[src/sv/qrr_pkg.sv]
`timescale 1ns / 1ps

package qrr_pkg;

    localparam int COEF_W    = 16;
    localparam int FRAC_BITS = 16;
    localparam int ROOT_W    = 40;

    // discriminant: signed working width and magnitude width when not negative
    localparam int DS_W  = 2 * COEF_W + 3;
    localparam int DW    = 2 * COEF_W + 1;
    // radicand D * 2^(2F), rounded up to an even bit count
    localparam int RAD_W = ((DW + 2 * FRAC_BITS + 1) / 2) * 2;
    localparam int SQ_W  = RAD_W / 2;
    localparam int REM_W = SQ_W + 2;
    // numerator magnitude and signed width, divisor magnitude width
    localparam int NM_W  = ((SQ_W > COEF_W + FRAC_BITS) ? SQ_W : COEF_W + FRAC_BITS) + 1;
    localparam int NS_W  = NM_W + 1;
    localparam int DEN_W = COEF_W + 1;

    localparam logic [1:0] CNT_NONE = 2'd0;
    localparam logic [1:0] CNT_ONE  = 2'd1;
    localparam logic [1:0] CNT_TWO  = 2'd2;

    typedef struct packed {
        logic signed [COEF_W-1:0] a;
        logic signed [COEF_W-1:0] b;
        logic [1:0]               cnt;
    } t_side;

    typedef struct packed {
        logic [RAD_W-1:0] rad;
        logic [REM_W-1:0] rem;
        logic [SQ_W-1:0]  root;
        t_side            side;
    } t_sq;

    typedef struct packed {
        logic [NM_W-1:0]  nm_p;
        logic [NM_W-1:0]  nm_m;
        logic [DEN_W-1:0] rm_p;
        logic [DEN_W-1:0] rm_m;
        logic             neg_p;
        logic             neg_m;
        logic [DEN_W-1:0] den;
        logic [1:0]       cnt;
    } t_dv;

    typedef struct packed {
        logic [1:0]               cnt;
        logic signed [ROOT_W-1:0] rp;
        logic signed [ROOT_W-1:0] rm;
    } t_res;

endpackage

[src/sv/qrr_sqrt_cell.sv]
`timescale 1ns / 1ps

// one root bit per cell: restoring digit step on the next radicand pair
module qrr_sqrt_cell (
    input  logic           i_clk,
    input  logic           i_rst_n,
    input  logic           i_en,
    input  logic           i_v,
    input  qrr_pkg::t_sq   i_d,
    output logic           o_v,
    output qrr_pkg::t_sq   o_d
);

    logic                       r_v;
    qrr_pkg::t_sq               r_d;
    qrr_pkg::t_sq               n_d;
    logic [qrr_pkg::REM_W+1:0]  w_cur;
    logic [qrr_pkg::REM_W+1:0]  w_trial;

    always_comb begin
        w_cur   = {i_d.rem, i_d.rad[qrr_pkg::RAD_W-1 -: 2]};
        w_trial = (qrr_pkg::REM_W + 2)'({i_d.root, 2'b01});
        n_d      = i_d;
        n_d.rad  = {i_d.rad[qrr_pkg::RAD_W-3:0], 2'b00};
        if (w_cur >= w_trial) begin
            n_d.rem  = qrr_pkg::REM_W'(w_cur - w_trial);
            n_d.root = {i_d.root[qrr_pkg::SQ_W-2:0], 1'b1};
        end else begin
            n_d.rem  = qrr_pkg::REM_W'(w_cur);
            n_d.root = {i_d.root[qrr_pkg::SQ_W-2:0], 1'b0};
        end
    end

    always_ff @(posedge i_clk) begin
        if (!i_rst_n) begin
            r_v <= 1'b0;
        end else if (i_en) begin
            r_v <= i_v;
        end
    end

    always_ff @(posedge i_clk) begin
        if (i_en) begin
            r_d <= n_d;
        end
    end

    assign o_v = r_v;
    assign o_d = r_d;

endmodule

[config.mk]
export PLATFORM = sky130hd
export DESIGN_NAME = qrr_sqrt_cell
export DESIGN_NICKNAME = d
export VERILOG_FILES = /design/src/sv/qrr_pkg.sv /design/src/sv/qrr_sqrt_cell.sv
export SDC_FILE = /design/constraint.sdc
export NUM_CORES = 1
export LEC_CHECK = 0
export BUFFER_PORTS_ARGS = -buffer_cell sky130_fd_sc_hd__buf_2
export CAP_MARGIN = 15
export CORE_UTILIZATION = 35
export CTS_CLUSTER_DIAMETER = 150
export DETAILED_ROUTE_END_ITERATION = 10
export SYNTH_ARGS = -nofsm -noshare
export SYNTH_HDL_FRONTEND = slang
export SYNTH_SLANG_ARGS = --single-unit
[constraint.sdc]
create_clock -name i_clk -period 8.2 [get_ports i_clk]
set_clock_uncertainty 0.1 [all_clocks]
set_input_delay 0 -clock i_clk [delete_from_list [all_inputs] [get_ports i_clk]]
set_output_delay 0 -clock i_clk [all_outputs]
set_load 0.01 [all_outputs]
After elaboration in Yosys (flattened, before gate mapping) --
Cells that the tools add are included.
Cells by class: $add $sub $neg 1, magnitude comparators 1, multiplexer cells 1
Operators with widths (count):
- two-way mux 68 bit | 1
- greater-or-equal comparator 37 x 35 -> 1 bit | 1
- subtractor 35 bit | 1
Storage, ports and cells: register bits 167, input bits 172, output and inout port bits 169, word-level logic and storage cells 10

Longest topological paths before layout --
Gate-level depths: netlist (run 1).
depth after elaboration 2, mapped depth 14, gate-level depth less buffers 11

Worst setup path after synthesis (run 1) --
No wires, ideal clock.
path type input to register, from input i_d[43] in the netlist's numbering, to register r_d (netlist bit o_d[84]), data pin, library setup time 260 ps, arrival time 2296 ps, data required time 7840 ps, setup slack 5544 ps, stages on the path 11, path buffers 2, cell sequence inv_1 -> ha_1 -> buf_2 -> nand2_1 -> or3_1 -> or4_1 -> o31a_1 -> o21ai_2 -> o211ai_2 -> buf_6 -> mux2_4
RTL lines:
- from (decl) | RTL line qrr_sqrt_cell.sv:9 | input qrr_pkg::t_sq i_d,
- to (signal assigned) | RTL line qrr_sqrt_cell.sv:44 | r_d <= n_d;
- to (decl) | RTL line qrr_sqrt_cell.sv:15 | qrr_pkg::t_sq r_d;

==> results of run 1 <==
per-stage QoR:
| stage | power (mW) | cells |
|---|---|---|
| 2_1_floorplan | 1.30 | 547 |
| 3_3_place_gp | 1.48 | 1143 |
| 3_5_place_dp | 1.48 | 1143 |
| 4_1_cts | 2.37 | 1343 |
| 5_1_grt | 2.44 | 1343 |
| 6_report | 2.34 | 1343 |
cell usage in the layout, fill, tap and decap left out, drive strengths merged, types with 2 or more instances in the layout:
cell type / synthesis / layout
o31a: 2 / 2
a31oi: 2 / 2
a211oi: 3 / 3
o21a: 4 / 4
o21ai: 43 / 43
nor3: 5 / 5
buf: 8 / 340
nor4: 2 / 2
nand4: 5 / 5
clkbuf: 6 / 17
o31ai: 4 / 4
ha: 35 / 35
conb: 1 / 2
o211ai: 7 / 7
dlygate4sd3: 0 / 168
mux2i: 2 / 2
xnor2: 16 / 16
xor2: 17 / 17
nand3: 8 / 8
inv: 43 / 51
a21o: 19 / 19
or3: 3 / 3
and3: 4 / 4
edfxtp: 166 / 166
a21oi: 37 / 37
nand2: 59 / 59
nor2b: 2 / 2
a31o: 2 / 2
o21bai: 6 / 6
nor2: 21 / 21
nand2b: 2 / 2
clkinv: 0 / 6
power by group:
group / internal [mW] / switching (mW)
Clock: 0.417 / 0.400
Sequential: 1.04 / 0.0216
Combinational: 0.218 / 0.247
area by class of cell:
class	count	area, µm²
multi-input cells	323	2130
repair buffers	508	3390
clock buffers	17	425
well taps	270	338
clock inverters	15	188
inverters	43	161
fillers	1694	8790
flip-flops and latches	167	5000
worst max-delay path by stage:
| stage | end | slack, ps | cells after the start |
|---|---|---|---|
| after global routing | o_d[68] | 4250 | 14 |
| after CTS | o_d[68] | 4420 | 14 |
| after global placement | o_d[84] | 4920 | 12 |
| after floorplan | o_d[84] | 5540 | 11 |
| final | o_d[68] | 4470 | 14 |
| after detailed placement | o_d[84] | 4880 | 12 |
critical path, cell delays in order:
cell           delay (ps)
dlygate4sd3_1         560
buf_2                 140
ha_1                  370
o21a_1                150
o211ai_1              100
a311o_1               350
o211ai_1              210
o211ai_1              190
a211oi_1              480
o211ai_4              130
buf_4                 330
nand2_1               130
o21ai_1                60
dlygate4sd3_1         580
metal layers:
layer	up-vias	part of all wire	routed length, µm
met1	2852	0.39	8540
li1	3050	-	-
met3	32	0.060	1320
met5	-	0	0
met2	219	0.53	11600
met4	0	0.022	490
cells by family (layout without fill, tap and decap cells):
group / Yosys count / count (layout) / share of synthesized area
compound gates: 136 / 136 / 0.115
xor+xnor: 33 / 33 / 0.0392
fa+ha+maj: 35 / 35 / 0.0594
buf+inv: 57 / 583 / 0.0344
flops: 167 / 167 / 0.679
mux: 3 / 3 / 0.00475
other cells: 1 / 2 / 0.000508
simple gates: 114 / 114 / 0.0679
state kept, by name, indices dropped and copies added, names as in the netlist:
name  flops
o_d     166
o_v       1
timing repair:
item | in CTS | in global routing
hold buffers | 168 | 0
buffers inserted | 0 | 0
endpoints found under the setup margin | 0 | 0
hold endpoints to repair | 166 | 0
==> summary.md, run 1 <==
| Metric | Value |
|---|---|
| Worst-case vdd ir drop | `0.127 mV` |
| Post-synthesis register bit count | `~170` |
| CP endpoint kind | `flip-flop` |
| ANT nets after route | `0` |
| Power Density | `201 mW/mm²` |
| Number of synthesized flops with an enable pin | `roughly 170` |
| GR Util met2 | `0.363` |
| Finished Cell Area | `0.0116 mm²` |
| GRT busiest layer | `met2` |
| R2R Setup Slk | `6960 ps` |
| Period minus WS final | `around 3700 ps` |
| CTS Sinks | `167` |
| Placed cell area | `0.00935 mm²` |
| Die W | `147 µm` |
| Status | `finished, final reports clean` |
| Remaining Overflow, GRT | `0` |
| I/O Pins | `341` |
| Final core occ | `0.570` |
| Async SR Flop Fraction | `0` |
| H-tree Lvls | `4` |
| Syn_area_per_cell | `roughly 14 µm²` |
| Vias | `6,153` |
| Met1 Use GR | `0.224` |
| PostCTS Resize Cnt | `0` |
| Worst-margin pin slew | `between 1000 and 1500 ps` |
| Min-delay src | `i_d[100]` |
| Largest net degree at the start of global routing | `89` |
| Clock tree from TritonCTS | `yes` |
| Synth cell types | `48` |
| Min-Delay Path Depth | `4` |
| Most frequent cell after synthesis | `edfxtp_1` |
| CP startpoint kind | `input port` |
| Final Net Count | `1,267` |
| Layout cell share with drive strength beyond 1 | `0.353` |
| # diodes | `0` |
| GRT Total Usage | `0.198` |
| Num rows | `52` |
| Post-Synthesis Cell Area | `0.00738 mm²` |
| Drt via density | `4.58` |
| Pre-CTS setup slack | `4880 ps` |
| Clock transition at the registers of the reported paths | `70 ps` |
| Avg WL per Cell | `16.3 µm` |
| Top cells by count, synth | `edfxtp_1, nand2_1, inv_1, a21oi_1, ha_1` |
| Vias in the first global route | `6,125` |
| Synthesis Warnings | `0` |
| Fin. Hold Viols | `0` |
| Initial Utilization | `0.361` |
| Crit path required time | `8270 ps` |
| Setup CP Type | `in2reg` |
| Core ar. | `0.0204 mm²` |
| Initial antenna violation count | `1` |
| Root Driver | `clkbuf_16` |
| CTS Buffer Depth | `2` |
| Drt drc | `0` |
| Total Wirelength | `21.9 mm` |
| Met3 Use GR | `0.0472` |
| Setup Total Neg Slack | `0 ps` |
| DP HPWL | `~16 mm` |
| Hold Path Class | `in2reg` |
| Synth top area share | `0.676` |
| Seq/Total Area, Yosys | `0.679` |
| Final max-slew violation count | `0` |
| Hold endpoint | `o_d[100]` |
| Mapped Cells | `546` |
| Yosys top cell by area | `edfxtp_1` |
| Maxcap violations | `0` |
| First-pass iteration count of the detailed router | `4` |
| Final setup vio count | `0` |
| DR iter-0 viols | `313` |
| Ranking of synthesized cells by area | `edfxtp_1, ha_1, nand2_1` |
| Die Area | `~0.022 mm²` |
| CP arrival | `3800 ps` |
| R2R cell count | `3` |
| Hold slack | `30.3 ps` |
| Leakage | `5.13 nW` |
| Fmax | `268 MHz` |
| Crit-path max FO | `67` |
| Setup crit start | `i_d[71]` |
| Setup WS post-layout | `~4500 ps` |
| Gpl congestion | `just under 0.9` |
| IO buf count | `about 340` |
| Period utilization | `0.455` |
| Reg2reg end | `o_v` |
| Die H | `roughly 150 µm` |
| Primary FF master, synth | `edfxtp_1` |
| First-pass GRT wire length | `~33 mm` |
| RSZ-0062 raised after global routing | `no` |
| Worst skew pair latency | `approximately 430 ps` |
| Worst slew margin | `0.260` |
| TritonCTS Buffers | `17` |
| Reg-to-reg startpoint | `o_v` |
| Layout area overhead | `57.8%` |
Note: power is estimated with default switching activity, not from simulation.
==> run 2: changes to the inputs <==
--- a/config.mk
+++ b/config.mk
@@ -5,6 +5,7 @@
 export SDC_FILE = /design/constraint.sdc
 export NUM_CORES = 1
 export LEC_CHECK = 0
+export ABC_AREA = 1
 export BUFFER_PORTS_ARGS = -buffer_cell sky130_fd_sc_hd__buf_2
 export CAP_MARGIN = 15
 export CORE_UTILIZATION = 35
==> constraint.sdc (replaced) <==
create_clock -name i_clk -period 3.19 [get_ports i_clk]
set_clock_uncertainty 0.1 [all_clocks]
set_input_delay 0 -clock i_clk [delete_from_list [all_inputs] [get_ports i_clk]]
set_output_delay 0 -clock i_clk [all_outputs]
set_load 0.01 [all_outputs]
==> summary.md, run 2 <==
| Metric | Value |
|---|---|
| Seq/Total Area, Yosys | `0.588` |
| Yosys top cell by area | `edfxtp_1` |
| Comb power frac | `0.218` |
| Sequential power share | `0.442` |
| Setup Total Neg Slack | `0 ps` |
| Async SR Flop Fraction | `0` |
| CP startpoint kind | `input port` |
| Period minus WS final | `2430 ps` |
| CP arrival | `~2500 ps` |
| R2R cell count | `3` |
| Placed cells | `1,498` |
| Worst-margin pin slew | `793 ps` |
| Power Density | `478 mW/mm²` |
| Total Wirelength | `28.8 mm` |
| Die W | `approximately 160 µm` |
| Commonest non-fill, non-tap cells in the layout | `buf_2, nand2_1, dlygate4sd3_1` |
| Worst skew pair latency | `420 ps` |
| Crit path required time | `3260 ps` |
| Layout area overhead | `51.0%` |
| Clk pwr share | `0.340` |
| CP endpoint kind | `flip-flop` |
| H-tree Lvls | `4` |
| Most frequent CP cell | `nand2_1` |
| Number of synthesized flops with an enable pin | `166` |
| Maxcap violations | `0` |
| Most frequent cell after synthesis | `nand2_1` |
| Hold Path Class | `in2reg` |
| Num rows | `56` |
| CTS Buffer Depth | `2` |
| Largest net degree at the start of global routing | `81` |
| IO buf count | `around 340` |
| Max reg flops | `between 150 and 200` |
| Mapped Cells | `843` |
| Initial Utilization | `0.359` |
| Internal power | `4.31 mW` |
| Most common cell after layout, fill and taps aside | `buf_2` |
| Leakage | `a little over 6 nW` |
| Initial antenna violation count | `0` |
| Worst path cell trace | `dlygate4sd3_1 -> buf_2 -> inv_1 -> ha_1 -> nand2_1 -> nor2_1 -> nand2_1 -> nor3_1 -> nand3_2 -> nand4_4 -> buf_4 -> o21ai_1` |
| GRT Total Usage | `0.228` |
| Clock tree from TritonCTS | `yes` |
| Top cells by count, synth | `nand2_1, edfxtp_1, inv_1, nor2_1, nand3_1` |
| Synth top area share | `0.586` |
| Fin cells | `1,698` |
| Worst-case vdd ir drop | `between 0.2 and 0.3 mV` |
| Synthesis Warnings | `0` |
| Core ar. | `0.0237 mm²` |
| DR iter-0 viols | `354` |
| Status | `finished, final reports clean` |
| Root Driver | `clkbuf_16` |
| ANT nets after route | `0` |
| Drt drc | `0` |
| Ranking of synthesized cells by area | `edfxtp_1, nand2_1, inv_1` |
| Crit-path max FO | `28` |
| Final Net Count | `1,572` |
| TritonCTS Buffers | `17` |
| Fin. Hold Viols | `0` |
| Vias in the first global route | `about 7,700` |
| Placed cell area | `0.0106 mm²` |
| First-pass iteration count of the detailed router | `5` |
| RSZ-0062 raised after global routing | `no` |
| Period utilization | `0.761` |
| Worst slew margin | `0.471` |
| Primary FF master, synth | `edfxtp_1` |
| Die H | `158 µm` |
| Drt via density | `4.55` |
| CTS Sinks | `167` |
| Vias | `7,722` |
| DP HPWL | `21.1 mm` |
| Finished Cell Area | `0.0128 mm²` |
| Post-Synthesis Cell Area | `0.00851 mm²` |
| Final max-slew violation count | `0` |
| Min-Delay Path Depth | `1` |
| Gpl congestion | `~0.90` |
| Layout cell share with drive strength beyond 1 | `0.322` |
| Setup CP Type | `in2reg` |
| Remaining Overflow, GRT | `0` |
| Max incr delay on CP | `560 ps` |
| I/O Pins | `341` |
| Final setup vio count | `0` |
| Fmax | `between 400 and 500 MHz` |
| Clock transition at the registers of the reported paths | `80 ps` |
| Crit-path slowest cell | `dlygate4sd3_1` |
| Avg WL per Cell | `around 17 µm` |
| First-pass GRT wire length | `42.0 mm` |
| Psw | `1.84 mW` |
| Sw Share | `0.299` |
| Synth cell types | `35` |
| Post-synthesis register bit count | `167` |
| Syn_area_per_cell | `10.1 µm²` |
| Die Area | `around 0.025 mm²` |
[run 2: changes by cell type after synthesis, moves of 15 or more]
cell     previous run  this run
inv_1              43       145
xnor2_1            16         1
o21ai_1            29         2
nand2_2             0        24
nand2_1            59       228
a21o_1             19         1
nand3_1             8        54
nor2_1             21        56
[run 2: logic make-up (layout without fill, tap and decap cells)]
group,after synthesis,after routing,synth area share
other,1,3,0.000441
buffers and inverters,155,689,0.0756
xor gates and xnor gates,17,17,0.0175
adders and majority gates,35,35,0.0515
AOI/OAI and AO/OA,57,57,0.0441
DFF,167,167,0.588
and+or+nand+nor,411,411,0.223
[run 2: power groups by stage]
stage	Combinational [mW]	Clock, mW	Sequential [mW]
after floorplan	0.530	0	2.88
after global placement	1.17	0	2.76
after detailed placement	1.18	0	2.76
after CTS	1.35	2.15	2.72
after global routing	1.48	2.21	2.74
final	1.34	2.09	2.72
[run 2: cell type report]
| class | instances | area [µm²] |
|---|---|---|
| tap | 319 | 399 |
| antenna | 1 | 2.50 |
| inverter | 145 | 544 |
| multi-input combinational | 522 | 2870 |
| clock inverter | 14 | 156 |
| clock buffer | 18 | 439 |
| timing repair buffer | 512 | 3430 |
| fill | 2197 | 10800 |
| sequential | 167 | 5000 |
[run 2: path summary, 6_finish.rpt]
path,start,to,slack (ps)
min,i_en,o_d[65],6
min reg2reg,o_v,o_v,1030
max,i_d[47],o_d[68],760
max reg2reg,o_v,o_v,1840
[run 2: worst max-delay path: cells and delay by family]
family / cells / cell delay (ps)
buf+inv: 4 / 1120
fa+ha+maj: 1 / 350
simple gates: 6 / 910
compound gates: 1 / 110
[run 2: per-layer routing]
layer / wire length (µm) / share of wire / global-route usage
met1: 11500 / 0.40 / 0.265
met2: 14800 / 0.52 / 0.420
met3: 1580 / 0.055 / 0.0312
met4: 887 / 0.031 / 0.0920
met5: 0 / 0 / 0
[run 2: repair_timing]
item / in CTS / in global routing
setup buffers: 0 / 0
hold buffers: 167 / 0
setup endpoints to repair: 0 / 0
resized for setup: 0 / 0
endpoints found under the hold margin: 166 / 0
[run 2: metrics by stage]
stage          hold slack, ps   util  power (mW)  worst slack, ps
2_1_floorplan           -6.54      -        3.41             1450
3_3_place_gp             76.3  0.447        3.93              911
3_5_place_dp             78.4  0.447        3.94              894
4_1_cts                  24.0  0.542        6.21              784
5_1_grt                  40.0  0.542        6.43              543
6_report                 5.68  0.542        6.15              761
