### src/sv/qrr_pkg.sv
`timescale 1ns / 1ps

package qrr_pkg;

    localparam int COEF_W    = 16;
    localparam int FRAC_BITS = 16;
    localparam int ROOT_W    = 40;

    // discriminant: signed working width and magnitude width when not negative
    localparam int DS_W  = 2 * COEF_W + 3;
    localparam int DW    = 2 * COEF_W + 1;
    // radicand D * 2^(2F), rounded up to an even bit count
    localparam int RAD_W = ((DW + 2 * FRAC_BITS + 1) / 2) * 2;
    localparam int SQ_W  = RAD_W / 2;
    localparam int REM_W = SQ_W + 2;
    // numerator magnitude and signed width, divisor magnitude width
    localparam int NM_W  = ((SQ_W > COEF_W + FRAC_BITS) ? SQ_W : COEF_W + FRAC_BITS) + 1;
    localparam int NS_W  = NM_W + 1;
    localparam int DEN_W = COEF_W + 1;

    localparam logic [1:0] CNT_NONE = 2'd0;
    localparam logic [1:0] CNT_ONE  = 2'd1;
    localparam logic [1:0] CNT_TWO  = 2'd2;

    typedef struct packed {
        logic signed [COEF_W-1:0] a;
        logic signed [COEF_W-1:0] b;
        logic [1:0]               cnt;
    } t_side;

    typedef struct packed {
        logic [RAD_W-1:0] rad;
        logic [REM_W-1:0] rem;
        logic [SQ_W-1:0]  root;
        t_side            side;
    } t_sq;

    typedef struct packed {
        logic [NM_W-1:0]  nm_p;
        logic [NM_W-1:0]  nm_m;
        logic [DEN_W-1:0] rm_p;
        logic [DEN_W-1:0] rm_m;
        logic             neg_p;
        logic             neg_m;
        logic [DEN_W-1:0] den;
        logic [1:0]       cnt;
    } t_dv;

    typedef struct packed {
        logic [1:0]               cnt;
        logic signed [ROOT_W-1:0] rp;
        logic signed [ROOT_W-1:0] rm;
    } t_res;

endpackage

### src/sv/qrr_div_cell.sv
`timescale 1ns / 1ps

// one quotient bit per cell for both roots: restoring division step
module qrr_div_cell (
    input  logic           i_clk,
    input  logic           i_rst_n,
    input  logic           i_en,
    input  logic           i_v,
    input  qrr_pkg::t_dv   i_d,
    output logic           o_v,
    output qrr_pkg::t_dv   o_d
);

    logic                       r_v;
    qrr_pkg::t_dv               r_d;
    qrr_pkg::t_dv               n_d;
    logic [qrr_pkg::DEN_W:0]    w_sp;
    logic [qrr_pkg::DEN_W:0]    w_sm;
    logic [qrr_pkg::DEN_W:0]    w_den;
    logic                       w_qp;
    logic                       w_qm;

    always_comb begin
        w_den = {1'b0, i_d.den};
        w_sp  = {i_d.rm_p, i_d.nm_p[qrr_pkg::NM_W-1]};
        w_sm  = {i_d.rm_m, i_d.nm_m[qrr_pkg::NM_W-1]};
        w_qp  = (w_sp >= w_den);
        w_qm  = (w_sm >= w_den);
        n_d      = i_d;
        n_d.rm_p = w_qp ? qrr_pkg::DEN_W'(w_sp - w_den) : qrr_pkg::DEN_W'(w_sp);
        n_d.rm_m = w_qm ? qrr_pkg::DEN_W'(w_sm - w_den) : qrr_pkg::DEN_W'(w_sm);
        n_d.nm_p = {i_d.nm_p[qrr_pkg::NM_W-2:0], w_qp};
        n_d.nm_m = {i_d.nm_m[qrr_pkg::NM_W-2:0], w_qm};
    end

    always_ff @(posedge i_clk) begin
        if (!i_rst_n) begin
            r_v <= 1'b0;
        end else if (i_en) begin
            r_v <= i_v;
        end
    end

    always_ff @(posedge i_clk) begin
        if (i_en) begin
            r_d <= n_d;
        end
    end

    assign o_v = r_v;
    assign o_d = r_d;

endmodule

### config.mk
export PLATFORM = sky130hd
export DESIGN_NAME = qrr_div_cell
export DESIGN_NICKNAME = d
export VERILOG_FILES = /design/src/sv/qrr_pkg.sv /design/src/sv/qrr_div_cell.sv
export SDC_FILE = /design/constraint.sdc
export NUM_CORES = 1
export LEC_CHECK = 0
export ABC_AREA = 1
export BUFFER_PORTS_ARGS = -buffer_cell sky130_fd_sc_hd__clkbuf_2
export CORE_MARGIN = 5
export CORE_UTILIZATION = 50
export DETAILED_ROUTE_END_ITERATION = 6
export PLACE_DENSITY_LB_ADDON = 0.05
export SYNTH_ARGS = -nofsm -noshare
export SYNTH_HDL_FRONTEND = slang
export SYNTH_SLANG_ARGS = --single-unit
### constraint.sdc
create_clock -name i_clk -period 2.3 [get_ports i_clk]
set_clock_uncertainty 0.05 [all_clocks]
set_input_delay 0.23 -clock i_clk [delete_from_list [all_inputs] [get_ports i_clk]]
set_output_delay 0.23 -clock i_clk [all_outputs]
set_load 0.01 [all_outputs]
-- Word level (Yosys, flattened, before mapping)
Cells that the tools add are included.
- magnitude comparators: 2
- add/subtract/negate cells: 2
- multiplexer cells: 2
- operators with widths (kind ; number):
    $ge A18 B17 Y1 ; 2
    $mux W17 ; 2
    $sub A17 B17 Y17 ; 2
- flip-flop bits (word level): 124
- logic and storage cells: 15

-- Logic depth before layout (Yosys ltp)
Gate-level depths: netlist of the first run.
- depth in word-level cells: 2
- gate-level depth with buffers: 15

-- Worst setup path before layout of the first run
OpenSTA, ideal clock, no wires.
- path kind: input port to flip-flop
- start point: input i_d[122] in the netlist's numbering
- end point: register r_d (netlist bit o_d[43]), data pin
- arrival time: 1.653 ns
- setup time: 0.252 ns
- path buffers: 1
- slack: 0.345 ns
- cell stages on the path: 15
- required time: 1.998 ns
- cell sequence: inv_1 > ha_1 > inv_1 > fa_1 > nand2_1 > nand2_1 > nand3_2 > nand2_2 > nand2_1 > nand2_2 > nand2_4 > nand2_4 > buf_6 > nand2_1 > nand2_1
- RTL lines (item ; RTL line ; RTL):
    from (decl) ; qrr_div_cell.sv:9 ; input qrr_pkg::t_dv i_d,
    to (signal assigned) ; qrr_div_cell.sv:46 ; r_d <= n_d;
    to (decl) ; qrr_div_cell.sv:15 ; qrr_pkg::t_dv r_d;

==> run metrics, run 1 <==
WL per Instance ~18 um; Hold Path End o_d[2]$_DFFE_PP_; crit path capture type flop; EDFF count, synth approximately 120; PortBufs 250; top cells by instance count after synthesis 250 x nand2_1, 123 x edfxtp_1, 114 x inv_1; Area Overhead vs Synth 52.42%; leakage between 5 and 6 nW; met3 wire len between 1500 and 2000 um; H-tree depth 4; Max-Slew Margin vs Limit 0.6672; MaxCap Viol Count 0; R2R Path End o_v$_SDFFE_PN0P_; power per cell area between 700 and 800 mW/mm2; Core Area approximately 0.013 mm2; top cells by area, synth edfxtp_1 56%, nand2_1 14%, inv_1 6.5%; Synth Register Bits around 120; Residual DRC 0; Congestion Overflow GR 0; synthesized area approximately 0.0066 mm2; RSZ-0062 raised after global routing true; CTS max path bufs 2; Vias approximately 6300; part of the cycle the worst path needs 0.9705; worst vdd ir 380.9 uV; first-pass GRT wire length around 34000 um; Die Span Y approximately 120 um; Diodes inserted 0; Distinct cells, synth 35; layout net count 1237; Worst R2R Path Depth 3; async set-reset flop share out of synthesis 0; placer congestion estimate ~0.93; Yosys top cell area share 0.5598; Hold WC Path Type in -> reg; worst hold path startpoint i_d[2]; Clock Latency Late Sink 0.41 ns; dpl ws around 0.08 ns; Syn. warnings 0; WL final roughly 22000 um; Root Driver clkbuf_16; mean area per synthesized cell approximately 9.4 um2; clock-pin slew on the worst setup and hold paths around 0.06 ns; syn_nets approximately 860; TritonCTS Buffers 17; hold_ws ~0.025 ns; Synth area leader edfxtp_1; Max stage delay on crit path 0.54 ns; critical path, cell by cell dlygate4sd3_1 -> clkbuf_2 -> inv_2 -> ha_4 -> nand2_2 -> nor2_4 -> nand3b_1 -> nor2_2 -> nor3_4 -> buf_4 -> buf_4 -> nand3_1 -> nand2_1; Metal-1 WL between 9000 and 10000 um; Ports around 250; Iteration-0 DRC Markers approximately 450; Initial Util 0.5042; ANT nets after route 0; placed cell area a little over 0.008 mm2; post-DP HPWL approximately 15000 um; setup ws final a little under 0.07 ns; FP Rows between 40 and 50; CP required between 2 and 2.5 ns; layout cells sized above 1 0.3551; Cells after Synth about 700; worst hold path depth 1; kind of critical path in -> reg; CP arrival about 2.3 ns; CTS tree done; Max Freq between 400 and 500 MHz; Top cell by count, worst path buf_4; TritonRoute pass-1 iters 5; setup slack, reg-to-reg 1.00 ns; GRT Util Overall 0.2809; met2 routed WL 10900 um; largest net degree at the start of global routing 45; critical path peak fanout 10; Die Width around 120 um; max-slew violations 0; CP max-delay cell dlygate4sd3_1; die area approximately 0.016 mm2; Final Hold Viols 0; Via density 4.964; Setup Viol. Count Final 0; status finished, final reports clean; register area share after synthesis 0.5629; ys flop type edfxtp_1; vias in the first global route 6279; max layer used met4; most frequent cell after synthesis nand2_1; initial antenna violation count 0; fin area between 0.01 and 0.015 mm2; Final Power slightly above 7 mW; clock sink count ~120; CP Launch Type input pin; Reg-to-Reg Start o_v$_SDFFE_PN0P_; Worst-Margin Slew 0.4992 ns; crit path time final 2.232 ns
[sequential cells by signal, summed over array words and instances (netlist names)]
signal / flops
o_d: 123
o_v: 1
[cell usage in the layout, fill, tap and decap left out, drive strengths merged, types with 12 or more instances in the layout]
cell / n
nand2: 273
clkbuf: 266
edfxtp: 123
inv: 121
dlygate4sd3: 87
nand3: 61
ha: 34
nor2: 28
buf: 23
a21oi: 20
xor2: 12
[area by class of cell]
type | instances | area [um2]
clock buffers | 18 | 429.2
clock inverters | 14 | 191.4
fillers | 902 | 3029
inverters | 120 | 454.2
multi-input cells | 452 | 2721
flip-flops and latches | 124 | 3714
well taps | 176 | 220.2
repair buffers | 359 | 2326
[per-layer routing]
layer  vias up  GRT usage
li1       3021          -
met1      2901     0.3430
met2       285     0.4663
met3        63    0.07290
met4         0     0.1327
met5         -          0
[per-stage QoR]
stage               cells  setup TNS, ns    util
finish               1263              0  0.7685
global route         1263       -0.05953  0.7685
CTS                  1253              0  0.7359
detailed placement   1133              0  0.6212
global placement     1133              0  0.6212
floorplan             701              0       -
[worst max path at each step]
stage                  start           endpoint  slack (ns)  cells after the start
floorplan           i_d[122]  o_d[43]$_DFFE_PP_        0.34                     15
global placement      i_d[2]  o_d[50]$_DFFE_PP_        0.17                     14
detailed placement    i_d[2]  o_d[52]$_DFFE_PP_        0.08                     14
CTS                  i_d[11]  o_d[52]$_DFFE_PP_       0.009                     14
global route         i_d[14]  o_d[52]$_DFFE_PP_       -0.02                     13
finish                i_d[9]  o_d[33]$_DFFE_PP_        0.07                     13
[power breakdown]
group | internal (mW) | total [mW] | switching (mW)
Sequential | 2.76 | 2.83 | 0.0700
Combinational | 0.671 | 1.58 | 0.913
Clock | 1.82 | 2.85 | 1.04
Total | 5.24 | 7.26 | 2.02
[worst max-delay path: cells and delay by family]
kind,cells,cell delay [ns]
buffers and inverters,5,1.11
adders and majority gates,1,0.30
and+or+nand+nor,7,0.72
[logic make-up (layout without fill, tap and decap cells)]
family | count (synthesis) | after routing | synth area share
adder cells (fa/ha/maj) | 36 | 36 | 0.07055
XOR/XNOR | 14 | 14 | 0.01859
buffers and inverters | 126 | 511 | 0.07718
flip-flops | 124 | 124 | 0.5629
AND/OR/NAND/NOR | 378 | 379 | 0.2519
AO/OA/AOI/OAI | 23 | 23 | 0.01896
[what timing repair did]
| action | CTS | global route |
|---|---|---|
| endpoints found under the hold margin | 87 | 0 |
| setup buffers | 0 | 10 |
| hold buffers | 88 | 0 |
| setup endpoints to repair | 0 | 35 |
| resized for setup | 0 | 57 |
No activity file was read; power rests on OpenSTA's default activity.
==> inputs of run 2 (changes only) <==
--- a/config.mk
+++ b/config.mk
@@ -11,6 +11,7 @@
 export CORE_UTILIZATION = 50
 export DETAILED_ROUTE_END_ITERATION = 6
 export PLACE_DENSITY_LB_ADDON = 0.05
+export SLEW_MARGIN = 20
 export SYNTH_ARGS = -nofsm -noshare
 export SYNTH_HDL_FRONTEND = slang
 export SYNTH_SLANG_ARGS = --single-unit
==> constraint.sdc (replaced) <==
create_clock -name i_clk -period 2.1 [get_ports i_clk]
set_clock_uncertainty 0.05 [all_clocks]
set_input_delay 0.21 -clock i_clk [delete_from_list [all_inputs] [get_ports i_clk]]
set_output_delay 0.21 -clock i_clk [all_outputs]
set_load 0.01 [all_outputs]
==> run metrics, run 2 (synthesized netlist as in run 1, its figures left out) <==
Worst R2R Path Depth 3; Final Hold Viols 0; Congestion Overflow GR 0; Initial Util 0.5042; Flop pwr share 0.387; Setup Viol. Count Final 0; clock-pin slew on the worst setup and hold paths ~0.060 ns; Comb pwr share 0.205; Hold Path End o_d[21]$_DFFE_PP_; leakage 5.032 nW; die area around 0.016 mm2; power per cell area approximately 810 mW/mm2; Clock Power Share 0.408; setup slack, reg-to-reg about 0.75 ns; TritonCTS Buffers 17; WL final ~22000 um; worst vdd ir ~540 uV; commonest non-fill, non-tap cell in the layout clkbuf_2; CTS tree done; Ports 251; GRT Util Overall 0.2785; CP required between 2 and 2.5 ns; critical path peak fanout 10; layout cells sized above 1 0.3235; Area Overhead vs Synth 48.83%; ANT nets after route 0; CP max-delay cell dlygate4sd3_1; DP Cell Count 1142; setup ws final approximately 0.12 ns; Net Switching about 2.2 mW; critical path, cell by cell dlygate4sd3_1 -> clkbuf_2 -> inv_4 -> ha_4 -> nand2_1 -> nand2_2 -> nand3_2 -> nand2_2 -> nand2_1 -> nand2_2 -> nand2_4 -> buf_6 -> nand3_1 -> nand2_1; Max Freq 505.3 MHz; max reg flops about 120; first-pass GRT wire length roughly 34000 um; Residual DRC 0; post-DP HPWL 15650 um; Clock Latency Late Sink around 0.4 ns; Max-Slew Margin vs Limit 0.6528; largest net degree at the start of global routing between 80 and 90; hold_ws around 0.069 ns; status finished, final reports clean; CTS max path bufs 2; dpl ws -0.03509 ns; crit path capture type flop; placer congestion estimate around 0.93; MaxCap Viol Count 0; Core Area roughly 0.013 mm2; CP Launch Type input pin; Iteration-0 DRC Markers 388; worst hold path depth 3; Internal Power 5.842 mW; max-slew violations 0; worst hold path startpoint i_d[88]; Worst-Margin Slew between 0.5 and 0.6 ns; crit path time final between 1.5 and 2 ns; most frequent cells in the layout 249 x clkbuf_2, 246 x nand2_1, 123 x edfxtp_1; Die Span Y 124.9 um; Hold WC Path Type in -> reg; Reg-to-Reg Start o_v$_SDFFE_PN0P_; R2R Path End o_v$_SDFFE_PN0P_; Vias roughly 6200; vias in the first global route just over 6000; Max stage delay on crit path 0.53 ns; kind of critical path in -> reg; Layout Cells excl Fill 1264; layout net count roughly 1200; CP arrival between 2 and 2.5 ns; Die Width 124.9 um; WL per Instance approximately 17 um; RSZ-0062 raised after global routing false; number of setup buffers added after CTS 0; clock sink count ~120; FP Rows 42; initial antenna violation count 0; Via density slightly below 5; Sw Ratio 0.2697; H-tree depth 4; Diodes inserted 0; Root Driver clkbuf_16; TritonRoute pass-1 iters 4; PortBufs between 200 and 300; part of the cycle the worst path needs 0.9423
-- run 2: cell count changes in the layout (fill, tap and decap cells not counted), sizes merged --
cell and delta:
clkinv -1, dlymetal6s4s -1, clkbuf +2, bufinv +1, clkinvlp -1, dlygate4sd3 +2, buf -1
-- run 2: worst max-delay path by stage --
stage	cells after the start	slack [ns]	to	start
after floorplan	15	0.16	o_d[43]$_DFFE_PP_	i_d[122]
after global placement	14	0.006	o_d[37]$_DFFE_PP_	i_d[2]
after detailed placement	14	-0.04	o_d[52]$_DFFE_PP_	i_d[2]
after CTS	14	0.02	o_d[51]$_DFFE_PP_	i_d[4]
after global routing	14	0.01	o_d[52]$_DFFE_PP_	i_d[4]
final	14	0.12	o_d[51]$_DFFE_PP_	i_d[4]
-- run 2: per-stage QoR --
stage / instance area, um2 / setup TNS, ns / total power [mW] / utilization
floorplan: 6598 / 0 / 3.947 / -
global placement: 8195 / 0 / 4.566 / 0.6263
detailed placement: 8195 / -0.2434 / 4.594 / 0.6263
CTS: 9742 / 0 / 7.991 / 0.7445
global route: 9819 / 0 / 8.359 / 0.7504
finish: 9819 / 0 / 8.000 / 0.7504
-- run 2: layout make-up --
cell class              count  area, um2
inverters                 120      452.9
well taps                 176      220.2
clock inverters            13      212.7
repair buffers            360       2335
multi-input cells         452       2442
fillers                   920       3266
clock buffers              19      442.9
flip-flops and latches    124       3714
-- run 2: worst max-delay path: cells and delay by family --
family | cells | cell delay, ns
buffers and inverters | 4 | 0.90
and+or+nand+nor | 9 | 0.71
adders and majority gates | 1 | 0.27
-- run 2: power by group through the flow --
| stage | combinational, mW | sequential [mW] | clock (mW) |
|---|---|---|---|
| after CTS | 1.60 | 3.09 | 3.30 |
| final | 1.64 | 3.10 | 3.26 |
| after global routing | 1.81 | 3.11 | 3.44 |
| after detailed placement | 1.46 | 3.13 | 0 |
| after global placement | 1.44 | 3.13 | 0 |
| after floorplan | 0.681 | 3.27 | 0 |
-- run 2: timing repair --
item                                    CTS  global route
endpoints found under the setup margin    0            35
hold buffers                             89             0
gates resized for setup                   0            14
endpoints found under the hold margin    88             0
-- run 2: routing by layer --
metal / share of wire / up-vias / GRT usage
li1: - / 3033 / -
met1: 0.40 / 2828 / 0.3284
met2: 0.49 / 284 / 0.4803
met3: 0.081 / 49 / 0.08105
met4: 0.034 / 0 / 0.1084
met5: 0 / - / 0
==> inputs of run 3 (changes only) <==
--- a/config.mk
+++ b/config.mk
@@ -8,7 +8,7 @@
 export ABC_AREA = 1
 export BUFFER_PORTS_ARGS = -buffer_cell sky130_fd_sc_hd__clkbuf_2
 export CORE_MARGIN = 5
-export CORE_UTILIZATION = 50
+export CORE_UTILIZATION = 30
 export DETAILED_ROUTE_END_ITERATION = 6
 export PLACE_DENSITY_LB_ADDON = 0.05
 export SLEW_MARGIN = 20
==> constraint.sdc (replaced) <==
create_clock -name i_clk -period 1.7 [get_ports i_clk]
set_clock_uncertainty 0.05 [all_clocks]
set_input_delay 0.17 -clock i_clk [delete_from_list [all_inputs] [get_ports i_clk]]
set_output_delay 0.17 -clock i_clk [all_outputs]
set_load 0.01 [all_outputs]
==> run metrics, run 3 (synthesized netlist as in run 1, its figures left out) <==
status finished, final reports clean; Worst R2R Path Depth 3; worst hold path depth 2; ANT nets after route 0; CTS max path bufs 2; RSZ-0062 raised after global routing true; Ports ~250; TritonRoute pass-1 iters 4; CP required between 1.5 and 2 ns; layout cells sized above 1 0.4267; setup slack, reg-to-reg between 0.4 and 0.5 ns; crit path time final approximately 1.6 ns; Residual DRC 0; CP arrival 1.76 ns; critical path, cell by cell buf_4 -> clkinvlp_4 -> ha_4 -> nand2_4 -> nor2_4 -> inv_2 -> nor4_4 -> nand2_8 -> clkbuf_16 -> nand3_1 -> nand2_1; max reg flops ~120; largest net degree at the start of global routing 40; Hold WC Path Type in -> reg; grt peak-use layer met2; clock-pin slew on the worst setup and hold paths 0.06 ns; R2R Path End o_v$_SDFFE_PN0P_; kind of critical path in -> reg; worst vdd ir 587.9 uV; part of the cycle the worst path needs 0.9617; Final Hold Viols 0; Clock Latency Late Sink between 0.4 and 0.5 ns; CTS tree done; Iteration-0 DRC Markers ~240; Max-Slew Margin vs Limit 0.7467; leakage roughly 5.6 nW; Hold Path End o_d[7]$_DFFE_PP_; Worst-Margin Slew 0.3800 ns; FP Rows 54; GRT Util Overall 0.1762; Global Route met2 Usage 0.3019; PortBufs 250; Congestion Overflow GR 0; crit path capture type flop; layout net count 1344; most frequent cells in the layout 244 x clkbuf_2, 239 x nand2_1, 123 x edfxtp_1; vias in the first global route between 6000 and 7000; CP Launch Type input pin; Reg-to-Reg Start o_v$_SDFFE_PN0P_; met1 Track Usage GR 0.2205; Core Area ~0.022 mm2; MaxCap Viol Count 0; Via density approximately 4.2; Die Span Y 158.3 um; Diodes inserted 0; setup ws final 0.06512 ns; max-slew violations 0; Initial Util 0.3033; Area Overhead vs Synth 70.38%; crit-path leading delay family simple AND/OR/NAND/NOR gates; critical path peak fanout 6; TritonCTS Buffers 17; Root Driver clkbuf_16; FILL cells about 2100; Setup Viol. Count Final 0; Buf+Inv Stages, Crit Path 4; Max stage delay on crit path between 0.3 and 0.4 ns; post-DP HPWL between 15000 and 20000 um; commonest non-fill, non-tap cell in the layout clkbuf_2; worst hold path startpoint i_d[7]; WL final 22960 um; H-tree depth 4; Max Freq around 600 MHz; initial antenna violation count 1; first-pass GRT wire length around 33000 um; clock sink count 124; WL per Instance 15.59 um; Vias about 6200; placer congestion estimate roughly 0.79; die area around 0.025 mm2; CP max-delay cell nor4_4; hold_ws slightly below 0.03 ns; dpl ws -0.5290 ns; Die Width 158.3 um; power per cell area 920.6 mW/mm2; met3 Usage GRT 0.04757
==> run 3: cell types whose count changed in the layout (fill, tap and decap cells not counted), moves of 7 or more <==
cell | before | now
buf_4 | 18 | 121
ha_1 | 32 | 14
ha_4 | 2 | 20
nand2_1 | 246 | 239
nand3_1 | 59 | 47
nand3_2 | 2 | 13
==> run 3: per-stage QoR <==
step | total power [mW] | setup TNS [ns] | utilization | cells | instance area, um2
2_1_floorplan | 4.940 | -1.657 | - | 701 | 6844
3_3_place_gp | 6.035 | -17.25 | 0.4301 | 1349 | 9358
3_5_place_dp | 6.041 | -17.20 | 0.4301 | 1349 | 9358
4_1_cts | 10.41 | 0 | 0.5010 | 1468 | 10900
5_1_grt | 10.92 | -0.01063 | 0.5167 | 1473 | 11240
6_report | 10.35 | 0 | 0.5167 | 1473 | 11240
==> run 3: worst max-delay path by stage <==
| stage | startpoint | endpoint | cells after the start | slack [ns] |
|---|---|---|---|---|
| floorplan | i_d[5] | o_d[43]$_DFFE_PP_ | 12 | -0.09 |
| global placement | i_d[17] | o_d[50]$_DFFE_PP_ | 10 | -0.52 |
| detailed placement | i_d[17] | o_d[53]$_DFFE_PP_ | 10 | -0.53 |
| CTS | i_d[9] | o_d[37]$_DFFE_PP_ | 13 | 0.02 |
| global route | i_d[2] | o_d[35]$_DFFE_PP_ | 14 | -0.01 |
| finish | i_d[13] | o_d[46]$_DFFE_PP_ | 11 | 0.07 |
==> run 3: where the power goes <==
group | total, mW | switching, mW | internal (mW)
clock network | 4.12 | 1.49 | 2.64
logic | 2.41 | 1.28 | 1.13
registers | 3.81 | 0.0840 | 3.73
total | 10.3 | 2.86 | 7.49
==> run 3: layer usage <==
metal | share of wire | vias to the layer above
met5 | 0.00035 | -
met4 | 0.012 | 2
met3 | 0.079 | 18
met2 | 0.47 | 209
met1 | 0.43 | 2784
li1 | - | 3231
==> run 3: timing repair <==
action	4_1_cts	5_1_grt
hold endpoints to repair	84	0
buffers inserted	3	3
gates cloned	0	4
resized for setup	2	60
hold buffers	85	0
endpoints found under the setup margin	28	33
pin swaps	3	22
==> run 3: cell type report <==
class                   instances  area, um2  share of cell area
flip-flops and latches        124       3714              0.3304
clock buffers                  17      425.4             0.03784
inverters                     120      461.7             0.04107
clock inverters                14      230.2             0.02048
well taps                     280      350.3             0.03117
multi-input cells             453       2845              0.2531
repair buffers                465       3214              0.2860
